**src/rtl/udpc_pkg.sv**
```systemverilog
`default_nettype none
// ---------------------------------------------------------------------------
// udpc_pkg
// Shared types, constants and the ones' complement fold for the UDP checksum.
// ---------------------------------------------------------------------------
package udpc_pkg;

  localparam logic [15:0] UDP_PROTOCOL = 16'd17;
  // header byte index of the UDP length low byte
  localparam logic [2:0]  LEN_LO_POS   = 3'd5;
  localparam logic [2:0]  POS_LIMIT    = 3'd7;

  // one registered input beat, pseudo-header already folded
  typedef struct packed {
    logic [7:0]  data;
    logic        eop;
    logic [15:0] pseudo;
  } udpc_beat_t;

  // end-around carry fold of a sum of up to eight 16-bit words
  function automatic logic [15:0] oc_fold(input logic [18:0] s);
    logic [16:0] f1;
    f1 = {1'b0, s[15:0]} + {14'd0, s[18:16]};
    return f1[15:0] + {15'd0, f1[16]};
  endfunction

endpackage
`default_nettype wire

```
**src/rtl/udpc_in_stage.sv**
```systemverilog
`default_nettype none
// ---------------------------------------------------------------------------
// udpc_in_stage
// Input register; folds the pseudo-header words on the way in.
// ---------------------------------------------------------------------------
module udpc_in_stage import udpc_pkg::*; (
  input  wire logic        clk,
  input  wire logic        rst_n,
  input  wire logic        in_valid,
  output logic             in_stall,
  input  wire logic [7:0]  in_data_byte,
  input  wire logic [31:0] in_source_address,
  input  wire logic [31:0] in_destination_address,
  input  wire logic        in_end_of_packet,
  input  wire logic        take,
  output logic             beat_valid,
  output udpc_beat_t       beat
);

  logic       beat_valid_r, beat_valid_nxt;
  udpc_beat_t beat_r, beat_nxt;
  logic       accept;
  logic [18:0] ph_sum;

  assign in_stall = beat_valid_r & ~take;
  assign accept   = in_valid & ~in_stall;

  assign ph_sum = {3'd0, in_source_address[31:16]} + {3'd0, in_source_address[15:0]}
                + {3'd0, in_destination_address[31:16]}
                + {3'd0, in_destination_address[15:0]} + {3'd0, UDP_PROTOCOL};

  always_comb begin
    beat_valid_nxt = accept | (beat_valid_r & ~take);
    beat_nxt       = beat_r;
    if (accept) begin
      beat_nxt.data   = in_data_byte;
      beat_nxt.eop    = in_end_of_packet;
      beat_nxt.pseudo = oc_fold(ph_sum);
    end
  end

  always_ff @(posedge clk) begin
    if (!rst_n) begin
      beat_valid_r <= 1'b0;
    end else begin
      beat_valid_r <= beat_valid_nxt;
    end
    beat_r <= beat_nxt;
  end

  assign beat_valid = beat_valid_r;
  assign beat       = beat_r;

endmodule
`default_nettype wire

```
**src/rtl/udpc_sum.sv**
```systemverilog
`default_nettype none
// ---------------------------------------------------------------------------
// udpc_sum
// Running ones' complement sum, byte pairing and the result register.
// ---------------------------------------------------------------------------
module udpc_sum import udpc_pkg::*; (
  input  wire logic        clk,
  input  wire logic        rst_n,
  input  wire logic        beat_valid,
  input  wire udpc_beat_t  beat,
  output logic             take,
  output logic             out_valid,
  input  wire logic        out_stall,
  output logic [15:0]      out_checksum
);

  logic [15:0] sum_r, sum_nxt;
  logic [7:0]  pend_r, pend_nxt;
  logic        odd_r, odd_nxt;
  logic [2:0]  hp_r, hp_nxt;
  logic        out_valid_r, out_valid_nxt;
  logic [15:0] cks_r, cks_nxt;

  logic [15:0] base, add1, add2, new_sum;

  assign take = beat_valid & ~(out_valid_r & out_stall);

  always_comb begin
    base = (hp_r == 3'd0) ? beat.pseudo : sum_r;
    add1 = 16'd0;
    add2 = 16'd0;
    if (!odd_r) begin
      if (beat.eop) begin
        add1 = {beat.data, 8'd0};   // odd trailing byte, zero padded
      end
    end else begin
      add1 = {pend_r, beat.data};
      // length word counted twice: once in the datagram, once for the pseudo-header
      if (hp_r == LEN_LO_POS) begin
        add2 = {pend_r, beat.data};
      end
    end
    new_sum = oc_fold({3'd0, base} + {3'd0, add1} + {3'd0, add2});
  end

  always_comb begin
    sum_nxt       = sum_r;
    pend_nxt      = pend_r;
    odd_nxt       = odd_r;
    hp_nxt        = hp_r;
    cks_nxt       = cks_r;
    out_valid_nxt = out_valid_r & out_stall;
    if (take) begin
      if (beat.eop) begin
        sum_nxt       = 16'd0;
        pend_nxt      = 8'd0;
        odd_nxt       = 1'b0;
        hp_nxt        = 3'd0;
        cks_nxt       = ~new_sum;
        out_valid_nxt = 1'b1;
      end else begin
        sum_nxt  = new_sum;
        pend_nxt = odd_r ? pend_r : beat.data;
        odd_nxt  = ~odd_r;
        hp_nxt   = (hp_r < POS_LIMIT) ? hp_r + 3'd1 : hp_r;
      end
    end
  end

  always_ff @(posedge clk) begin
    if (!rst_n) begin
      sum_r       <= 16'd0;
      pend_r      <= 8'd0;
      odd_r       <= 1'b0;
      hp_r        <= 3'd0;
      out_valid_r <= 1'b0;
    end else begin
      sum_r       <= sum_nxt;
      pend_r      <= pend_nxt;
      odd_r       <= odd_nxt;
      hp_r        <= hp_nxt;
      out_valid_r <= out_valid_nxt;
    end
    cks_r <= cks_nxt;
  end

  assign out_valid    = out_valid_r;
  assign out_checksum = cks_r;

endmodule
`default_nettype wire

```
**src/rtl/udp_checksum_pseudo_header.sv**
```systemverilog
`default_nettype none
// ---------------------------------------------------------------------------
// udp_checksum_pseudo_header
// Path: input register, then sum stage into the result register. Throughput:
//   one byte beat per cycle unless out_stall blocks a waiting checksum; the
//   per-byte sum update is a single three-word add and fold in the sum stage.
// Reset: synchronous, active low; clears the valid flags of both stages and
//   the packet state, so the next beat starts a new packet.
// ---------------------------------------------------------------------------
//
// Datapath:
//   udpc_in_stage - input register. The pseudo-header (source, destination,
//                   protocol 17) is folded into 16 bits before the register,
//                   so the address ports are only looked at on the beat that
//                   is taken; the sum stage uses the folded value only on
//                   the first beat of a packet.
//   udpc_sum      - pairs bytes into big-endian words, adds them into the
//                   running sum with end-around carry, adds the UDP length
//                   word a second time at header byte 5, pads an odd last
//                   byte with zero and loads the complemented sum into the
//                   result register.
// The result register frees the input side: a new beat is taken while a
// checksum waits, and in_stall rises only when the input register is full
// and a waiting checksum is blocked by out_stall.
module udp_checksum_pseudo_header import udpc_pkg::*; (
  input  wire logic        clk,
  input  wire logic        rst_n,
  input  wire logic        in_valid,
  output logic             in_stall,
  input  wire logic [7:0]  in_data_byte,
  input  wire logic [31:0] in_source_address,
  input  wire logic [31:0] in_destination_address,
  input  wire logic        in_end_of_packet,
  output logic             out_valid,
  input  wire logic        out_stall,
  output logic [15:0]      out_checksum
);

  logic       beat_valid;
  udpc_beat_t beat;
  logic       take;

  udpc_in_stage u_in_stage (
    .clk                    (clk),
    .rst_n                  (rst_n),
    .in_valid               (in_valid),
    .in_stall               (in_stall),
    .in_data_byte           (in_data_byte),
    .in_source_address      (in_source_address),
    .in_destination_address (in_destination_address),
    .in_end_of_packet       (in_end_of_packet),
    .take                   (take),
    .beat_valid             (beat_valid),
    .beat                   (beat)
  );

  udpc_sum u_sum (
    .clk          (clk),
    .rst_n        (rst_n),
    .beat_valid   (beat_valid),
    .beat         (beat),
    .take         (take),
    .out_valid    (out_valid),
    .out_stall    (out_stall),
    .out_checksum (out_checksum)
  );

endmodule
`default_nettype wire

```
**config.mk**
```make
export PLATFORM = sky130hd
export DESIGN_NAME = udp_checksum_pseudo_header
export DESIGN_NICKNAME = d
export VERILOG_FILES = /design/src/rtl/udpc_pkg.sv /design/src/rtl/udpc_in_stage.sv /design/src/rtl/udpc_sum.sv /design/src/rtl/udp_checksum_pseudo_header.sv
export SDC_FILE = /design/constraint.sdc
export NUM_CORES = 1
export LEC_CHECK = 0
export ABC_AREA = 1
export BUFFER_PORTS_ARGS = -buffer_cell sky130_fd_sc_hd__buf_4
export CAP_MARGIN = 20
export CORE_MARGIN = 1.5
export CORE_UTILIZATION = 40
export CTS_CLUSTER_SIZE = 10
export DETAILED_ROUTE_END_ITERATION = 16
export PLACE_DENSITY = 0.54
export SLEW_MARGIN = 0
export SYNTH_ARGS = -nofsm -noshare
export SYNTH_HDL_FRONTEND = slang
export SYNTH_SLANG_ARGS = --single-unit
```
**constraint.sdc**
```tcl
create_clock -name clk -period 13.2 [get_ports clk]
set_clock_uncertainty 0.2 [all_clocks]
set_input_delay 0 -clock clk [delete_from_list [all_inputs] [get_ports clk]]
set_output_delay 0 -clock clk [all_outputs]
set_load 0.005 [all_outputs]
```
### Word-level counts from Yosys, hierarchy flattened

Index checks and enable logic that the tools add are counted.
Widths: inputs -> output; s select.

* add/subtract/negate cells: 11
* magnitude comparators: 1
* equal/unequal tests: 2
* mux-type cells: 13
* bitwise operators: 10
* reduce and logical (&&, ||, !) cells: 5

Operators with widths (number)
* $mux 16: 6
* $add 19x16->19: 3
* $add 16x16->17: 2
* $add 16x3->17: 2
* $add 16x1->16: 2
* $add 19x5->19 const B: 1
* $mux 8: 2
* $not 16->16: 1
* $mux 3: 2
* $reduce_and 2->1: 3
* $and 1x1->1: 4
* $not 1->1: 4
* $add 3x1->3 const B: 1
* $eq 3x3->1 const B: 1
* $logic_not 3->1: 1
* $lt 3x3->1 const B: 1
* $mux 1: 3
* $ne 2x2->1 const B: 1
* $reduce_bool 2->1: 1
* $or 1x1->1: 1

* bits in registers: 71
* input bits: 77
* output and inout port bits: 18
* logic and storage cells: 52

### Longest topological paths before layout

Gate-level depths: netlist of the first run.

* word-level depth: 8
* mapped depth: 52
* depth with buffers taken out: 51

### Modules after synthesis

From an unflattened synthesis of the first run, not the netlist that was laid out.

* cell total of the unflattened synthesis: 1126
* area total of the unflattened synthesis: 8096.5 sq um

Modules (own cells, without submodules)
* udpc_sum: times used 1, cells an instance 599, area each 4194.0 sq um, seq. area each 1061.0 sq um
* udpc_in_stage: times used 1, cells an instance 527, area each 3902.5 sq um, seq. area each 770.7 sq um

### Least setup slack after synthesis of the first run

Ideal clock, no wire load.

* path type: register -> register
* start: register u_sum.hp_r[0]
* end: register u_sum.cks_r[12], in the netlist u_sum.out_checksum[12] (data pin)
* library setup time: 0.257 ns
* arrival time: 7.028 ns
* required time: 12.743 ns
* path slack: 5.716 ns
* stages on the path, launching flop included: 48
* buffers on the path: 1
* clock period less this slack: 7.484 ns
* cell sequence: dfxtp_1 > inv_1 > ha_1 > nand2_1 > clkbuf_1 > mux2_2 > ha_1 > a21oi_1 > o21ai_0 > nor2_1 > o21ai_0 > a21boi_0 > o21ai_0 > a21boi_0 > xor2_1 > inv_1 > ha_1 > a21oi_1 > (+12 left out) > nor2_2 > nand3_2 > nor2_2 > nand4_1 > nor3_1 > ha_1 > ha_1 > nand3_1 > nor2_1 > nand2_1 > nor2_1 > nand2_1 > nor2_1 > nand3_1 > nor2_2 > inv_2 > o21ai_2 > nand2_1

* cells in the longest elaborated chain, start to end: 7
* elaborated cells between the ends (all ways): 10
* those cells by class: add/sub: 4; eq/ne: 1; mux: 3; bitwise: 1; reduce/logical: 1

Ends and longest elaborated chain
* start, declared: RTL line udpc_sum.sv:20 `logic [2:0] hp_r, hp_nxt;`
* start signal, assigned: RTL line udpc_sum.sv:81 `hp_r <= hp_nxt;`
* $logic_not 3->1 / $eq 3x3->1 (equally long branches): RTL line udpc_sum.sv:29, udpc_sum.sv:39
* $mux 16 (on tied branches): RTL line udpc_sum.sv:29, udpc_sum.sv:39
* $add 16x16->17 / $mux 16 (equally long branches): RTL line udpc_sum.sv:43, udpc_sum.sv:32
* $add 19x16->19 *: RTL line udpc_sum.sv:43 `new_sum = oc_fold({3'd0, base} + {3'd0, add1} + {3'd0, add2});`
* $add 16x3->17 *: RTL line udpc_pkg.sv:23 `f1 = {1'b0, s[15:0]} + {14'd0, s[18:16]};`
* $add 16x1->16 *: RTL line udpc_pkg.sv:24 `return f1[15:0] + {15'd0, f1[16]};`
* $not 16->16 *: RTL line udpc_sum.sv:59 `cks_nxt = ~new_sum;`
* end signal, assigned: RTL line udpc_sum.sv:84 `cks_r <= cks_nxt;`
* end, declared: RTL line udpc_sum.sv:22 `logic [15:0] cks_r, cks_nxt;`

Every way passes the cells marked *; elsewhere a longest branch is shown, timed or not.
A chain may end at the register's enable or synchronous reset.

### Final worst setup path of the first run

* start: register u_sum.hp_r[0]
* end: register u_sum.sum_r[12]

* cells in the longest elaborated chain, start to end: 7
* elaborated cells between the ends (all ways): 10
* those cells by class: add/sub: 4; eq/ne: 1; mux: 4; reduce/logical: 1

Ends and longest elaborated chain
* $logic_not 3->1 / $eq 3x3->1 (equally long branches): RTL line udpc_sum.sv:29, udpc_sum.sv:39
* $mux 16 (on tied branches): RTL line udpc_sum.sv:29, udpc_sum.sv:39
* $add 16x16->17 / $mux 16 (equally long branches): RTL line udpc_sum.sv:43, udpc_sum.sv:32
* $add 19x16->19 *: RTL line udpc_sum.sv:43
* $add 16x3->17 *: RTL line udpc_pkg.sv:23
* $add 16x1->16 *: RTL line udpc_pkg.sv:24
* $mux 16 *: RTL line udpc_sum.sv:54 `if (beat.eop) begin`
* end signal, assigned: RTL line udpc_sum.sv:78 `sum_r <= sum_nxt;`
* end, declared: RTL line udpc_sum.sv:17 `logic [15:0] sum_r, sum_nxt;`

Marks and branches as above.

==> results.toml, run 1 <==
[cells_and_area]
fillers = 2090
antenna_cells = 0
fin_cells = 1539
final-seq-area_mm2 = 0.001832
fin_nets = 1461
areaGrowthSynthToFinish_pct = 17.55
multi_input_area_mm2 = 0.005415
drive_above_1_share = 0.1405

[clocking]
cts_tree = "built"
clk-insertion-delay-late_ns = 0.34
cts_setup_buffers = 0
path_clk_slew_ns = 0.07
clockBufferDepth = 2
cts_buffers = 9
ctsHtreeMaxLevel = 3
clk_root_buffer_cell = "clkbuf_16"
clock_sinks = 71
cts_resized = 0

[timing]
setup_viol = 0
hold_viol = 0
rsz0062_at_grt = "no"
slew_headroom = 0.3650
min_period_over_period = 0.6257
tns_ns = 0
tightest_slew_ns = 0.9515
finalCriticalPeriod_ns = 8.259
drv_slew = 0
fmax_mhz = 121.1

[global_route]
antenna_found_initial = 0
grt_max_degree = 28
grt_pass1_vias = 7172
grt_pass1_wl_mm = 33.50
grt_overflow_total = 0
grt_usage = 0.1950

[yosys]
netlist_instances = 1159
syn_area_mm2 = 0.008115
yosysWarnings = 0
synth_flop_cell = "edfxtp_1"
ys_seq_area_frac = 0.2257
yosys.cell_types.count = 47
netlist.area_leader.share = 0.1517
synth-edff-count = 41
syn_nets = 1351
synth_area_leaders = "edfxtp_1, ha_1, nand2_1"
synth_top_area_cell = "edfxtp_1"
post_synth.cell_area_avg_um2 = 7.002
synthArstFlopShare = 0
ys_seq_elements = 71
yosysMostFrequentCell = "nand2_1"
synthTopCellsByCount = "nand2_1, inv_1, ha_1, nor2_1, nand3_1"

[detailed_routing]
drtAntennaViolNets = 0
detail_route.wl_per_cell_um = 13.24
route.detailed.drc = 0
first_pass_iters = 5
drtIter0Drc = 330
vias = 7415
vias_per_cell = 4.818
drt-total-wl_mm = 20.38

[setup_path]
worst_r2r_endpoint = "u_sum.sum_r[12]"
critPathKind = "flop to flop"
critPathLaunch = "u_sum.hp_r[0]"
critPathArrivalTime_ns = 8.31
cp_common_cell = "nor2_1"
reg2reg_depth = 47
reg2reg_slack_ns = 4.94
reg2reg_from = "u_sum.hp_r[0]"
cp_max_fo = 17
required_ns = 13.25
endpoint_kind = "flop"
cp-start-kind = "flop"
crit_path_top_delay_cell = "nand2_1"
slowest_delay_ns = 0.46

[hold_path]
hp-class = "input port to flop"
min_path_cells = 4
min_from = "in_destination_address[16]"
min_to = "u_in_stage.beat[0]"

[placed_design]
gp_congestion = 0.9003
port_buffers = 94
dp_cells = 1510
place_hpwl_mm = 17.54

[floorplanning]
core_area_mm2 = 0.01965
initial_core_util = 0.4129
io_pins = 95
die_area_mm2 = 0.02115
dieWidth_um = 145.4
fp.dieH_um = 145.4
num_rows = 51

[run_status]
status = "complete, no violations"

[run]
maxCapViolations = 0

[power_and_ir_drop]
power_density_mw_per_mm2 = 193.9
ir_drop_mv = 0.09347
power.leakage_nw = 4.813
## what timing repair did
action | in CTS | in global routing
setup endpoints to repair | 0 | 0
hold buffers | 13 | 0
endpoints found under the hold margin | 12 | 0
## worst max-delay path: cells and delay by family (launching register included)
family,cells,cell delay [ns]
AO/OA/AOI/OAI,11,1.90
multiplexers,1,0.41
buffers and inverters,4,0.26
XOR/XNOR,2,0.34
adder cells (fa/ha/maj),7,1.60
AND/OR/NAND/NOR,22,3.06
flip-flops,1,0.39
## cells in the final DEF (no fill, tap or decap), types with 16 or more instances in the layout
cell type  instances
a21oi_1           75
nor2_1            89
o21ai_0           25
fa_1              21
inv_1            203
nand3_1           80
ha_1              94
o22ai_1           16
xor2_1            40
dfxtp_1           30
nor3_1            16
nand2_1          278
edfxtp_1          41
buf_4             96
nand4_1           17
## registers in the layout (all words and copies together), names as in the netlist
name	cells
u_sum.sum_r	16
u_sum.out_valid	1
u_sum.odd_r	1
u_in_stage.beat	25
u_sum.hp_r	3
u_sum.pend_r	8
u_in_stage.beat_valid	1
u_sum.out_checksum	16
## report_power, final
| group | switching, mW | internal [mW] |
|---|---|---|
| Sequential | 0.0130 | 0.310 |
| Clock | 0.103 | 0.131 |
| Combinational | 0.848 | 0.444 |
## how the worst max path moves through the flow
stage               slack, ns                endpoint
finish                   4.94         u_sum.sum_r[12]
global route             3.88         u_sum.sum_r[14]
CTS                      4.97         u_sum.sum_r[12]
detailed placement       4.90     u_in_stage.beat[14]
global placement         4.87     u_in_stage.beat[14]
floorplan                5.72  u_sum.out_checksum[12]
## cell type report
cell class / instances / share of cell area
clock inverters: 7 / 0.006558
inverters: 219 / 0.08618
flip-flops and latches: 71 / 0.1920
clock buffers: 9 / 0.02361
well taps: 265 / 0.03476
multi-input cells: 859 / 0.5677
repair buffers: 109 / 0.08919
## layer usage
metal	global-route usage	vias up	part of all wire	routed length (um)
met1	0.2308	3290	0.45	9108
li1	-	3967	-	-
met5	0	-	0	0
met4	0.06224	0	0.021	426
met2	0.3686	138	0.50	10210
met3	0.01724	20	0.031	640
## stage by stage
| step | cell area (um^2) | setup WS (ns) | total power, mW | util | hold slack (ns) |
|---|---|---|---|---|---|
| 6_report | 9539 | 4.941 | 1.849 | 0.4854 | 0.09593 |
| 2_1_floorplan | 8115 | 5.716 | 1.302 | - | -0.1011 |
| 3_5_place_dp | 9121 | 4.897 | 1.622 | 0.4641 | -0.02048 |
| 4_1_cts | 9539 | 4.966 | 1.868 | 0.4854 | 0.1150 |
| 5_1_grt | 9539 | 3.884 | 2.045 | 0.4854 | 0.1112 |
| 3_3_place_gp | 9121 | 4.867 | 1.622 | 0.4641 | -0.02028 |
## cells by family (layout without fill, tap and decap cells)
| group | count (synthesis) | after routing | share of synthesized area |
|---|---|---|---|
| AO/OA/AOI/OAI | 145 | 145 | 0.1013 |
| buffers and inverters | 229 | 344 | 0.1070 |
| XOR/XNOR | 60 | 60 | 0.06938 |
| AND/OR/NAND/NOR | 524 | 524 | 0.2791 |
| flip-flops | 71 | 71 | 0.2257 |
| adder cells (fa/ha/maj) | 115 | 115 | 0.1967 |
| multiplexers | 15 | 15 | 0.02081 |
Power figures use the tool's default switching activity.
==> run 2, diff against run 1 <==
Settings changed: ABC_AREA 1 to 0.
Clock period 13.2 ns to 8.1 ns, I/O delays scaled along.
==> run 2 against run 1 <==
  * Design area is 2.3% higher
  * Worst setup slack got worse by 4.6 ns
  * Fmax rose by 6.9%
  * Clock power is 62% higher
  * Sequential share of layout area shrank 0.40 points
  * Critical path depth shrank 11
  * Critical endpoint is now u_sum.out_checksum[14]
  * Combinational power rose by 57%
  * Non-clock buffer count rose by 58
  * Hold slack improved by 0.0082 ns
  * Die area shrank 4.3%
  * Synthesized cell count fell by 26%
  * Final cell count decreased by 17%
==> results.toml, run 2 <==
[power_and_ir_drop]
intPower_mw = 1.600
p_sw_frac = 0.4548
power.switching_mw = 1.335
p_seq_frac = 0.181
ir_drop_mv = 0.1088
power.leakage_nw = 4.242
power_density_mw_per_mm2 = 300.9
combinationalPowerShare = 0.689
clkPwrFrac = 0.129

[cells_and_area]
areaGrowthSynthToFinish_pct = 25.76
largest_reg_flops = 25
fin_nets = 1204
drive_above_1_share = 0.2498
final_cell_mix = "buf_4, ha_1, xnor2_1, inv_1, nand2_1"
antenna_cells = 0
final_common_cell = "buf_4"

[clocking]
clock_sinks = 71
clk-insertion-delay-late_ns = 0.34
ctsHtreeMaxLevel = 3
clk_root_buffer_cell = "clkbuf_16"
path_clk_slew_ns = 0.06
clockBufferDepth = 2
cts_buffers = 9
cts_tree = "built"

[detailed_routing]
vias = 6645
vias_per_cell = 5.204
detail_route.wl_per_cell_um = 15.51
drtAntennaViolNets = 0
route.detailed.drc = 0
first_pass_iters = 5
drt-total-wl_mm = 19.81
drtIter0Drc = 266

[timing]
finalCriticalPeriod_ns = 7.727
min_period_over_period = 0.9539
slew_headroom = 0.4902
tightest_slew_ns = 0.7629
tns_ns = 0
drv_slew = 0
hold_viol = 0
setup_viol = 0
fmax_mhz = 129.4
hold_slack_ns = 0.1041
fin_ws_ns = 0.3732

[placed_design]
port_buffers = 94
gp_congestion = 0.8934
post-place-ws_ns = -0.2065
place_hpwl_mm = 16.48

[yosys]
synth_area_leaders = "edfxtp_1, ha_1, dfxtp_1"
netlist.area_leader.share = 0.1587
synth_top_area_cell = "edfxtp_1"
synthTopCellsByCount = "ha_1, xnor2_1, inv_1, nand2_1, a21oi_1"
synth-edff-count = 41
ys_seq_area_frac = 0.2361
netlist_instances = 853
ys_seq_elements = 71
post_synth.cell_area_avg_um2 = 9.094
syn_nets = 1045
syn_area_mm2 = 0.007757
synthArstFlopShare = 0
synth_flop_cell = "edfxtp_1"
yosys.cell_types.count = 91
yosysMostFrequentCell = "ha_1"
yosysWarnings = 0

[global_route]
gr-usage-met3 = 0.02423
antenna_found_initial = 0
grt_pass1_wl_mm = 32.44
grt_usage = 0.2038
grt_max_degree = 33
grt_use_met2 = 0.3528
grt_overflow_total = 0
busiest_layer = "met2"
grt_pass1_vias = 6547
grtUsageMet1 = 0.2545

[hold_path]
hp-class = "input port to flop"
min_path_cells = 4

[run]
maxCapViolations = 0

[setup_path]
reg2reg_depth = 36
endpoint_kind = "flop"
critPathArrivalTime_ns = 7.61
slowest_delay_ns = 0.40
cp_max_fo = 6
crit_path_top_delay_cell = "or3b_4"
critPathKind = "flop to flop"
required_ns = 7.99
cp-start-kind = "flop"

[floorplanning]
initial_core_util = 0.4106
io_pins = 95
dieWidth_um = 142.3
core_area_mm2 = 0.01889
fp.dieH_um = 142.3
die_area_mm2 = 0.02024
num_rows = 50

[run_status]
status = "complete, no violations"
[run 2: worst max-delay path: cells and delay by family, from the launching register on]
family | cells | cell delay (ns)
mux | 1 | 0.31
flops | 1 | 0.32
xor+xnor | 3 | 0.43
simple gates | 12 | 2.60
buf+inv | 2 | 0.19
compound gates | 11 | 1.89
fa+ha+maj | 7 | 1.55
[run 2: area by class of cell]
class                           count  area [um^2]
Clock buffer                        9        225.2
Timing Repair Buffer              167         1289
Tap cell                          260        325.3
Sequential cell                    71         1834
Multi-Input combinational cell    704         5799
Fill cell                        1823         9138
Inverter                           59        221.5
Clock inverter                      7        61.31
[run 2: cells by family after synthesis]
logic type / synth area share
and+or+nand+nor: 0.1956
AOI/OAI and AO/OA: 0.1845
adders and majority gates: 0.2058
xor gates and xnor gates: 0.1081
buffers and inverters: 0.04064
DFF: 0.2361
muxes: 0.02919
[run 2: worst paths after layout]
check                                  start                      to  slack (ns)
hold / removal    in_destination_address[16]      u_in_stage.beat[0]        0.10
setup / recovery               u_sum.hp_r[0]  u_sum.out_checksum[14]        0.37
setup reg to reg               u_sum.hp_r[0]  u_sum.out_checksum[14]        0.37
hold reg to reg              u_sum.sum_r[13]         u_sum.sum_r[13]        0.29
[run 2: stage by stage]
stage                     std cells  power (mW)  instance area [um^2]  utilization
after floorplan                 853       1.934                  7769            -
after CTS                      1274       2.885                  9550       0.5055
final                          1277       2.935                  9756       0.5164
after global placement         1244       2.487                  9124       0.4829
after global routing           1277       3.204                  9756       0.5164
after detailed placement       1244       2.481                  9124       0.4829
[run 2: power by group through the flow]
stage	sequential [mW]	combinational (mW)	clock, mW
after floorplan	0.529	1.41	0
after global placement	0.539	1.95	0
after detailed placement	0.540	1.94	0
after CTS	0.533	1.96	0.388
after global routing	0.539	2.26	0.404
final	0.533	2.02	0.379
[run 2: routing by layer]
| layer | part of all wire | up-vias |
|---|---|---|
| met1 | 0.45 | 3059 |
| met4 | 0.037 | 0 |
| met2 | 0.48 | 141 |
| met5 | 0 | - |
| met3 | 0.033 | 28 |
| li1 | - | 3417 |
[run 2: timing repair]
item / in CTS / in global routing
hold endpoints to repair: 38 / 0
setup buffers: 0 / 3
gates resized for setup: 0 / 48
setup endpoints to repair: 0 / 29
hold buffers: 14 / 0
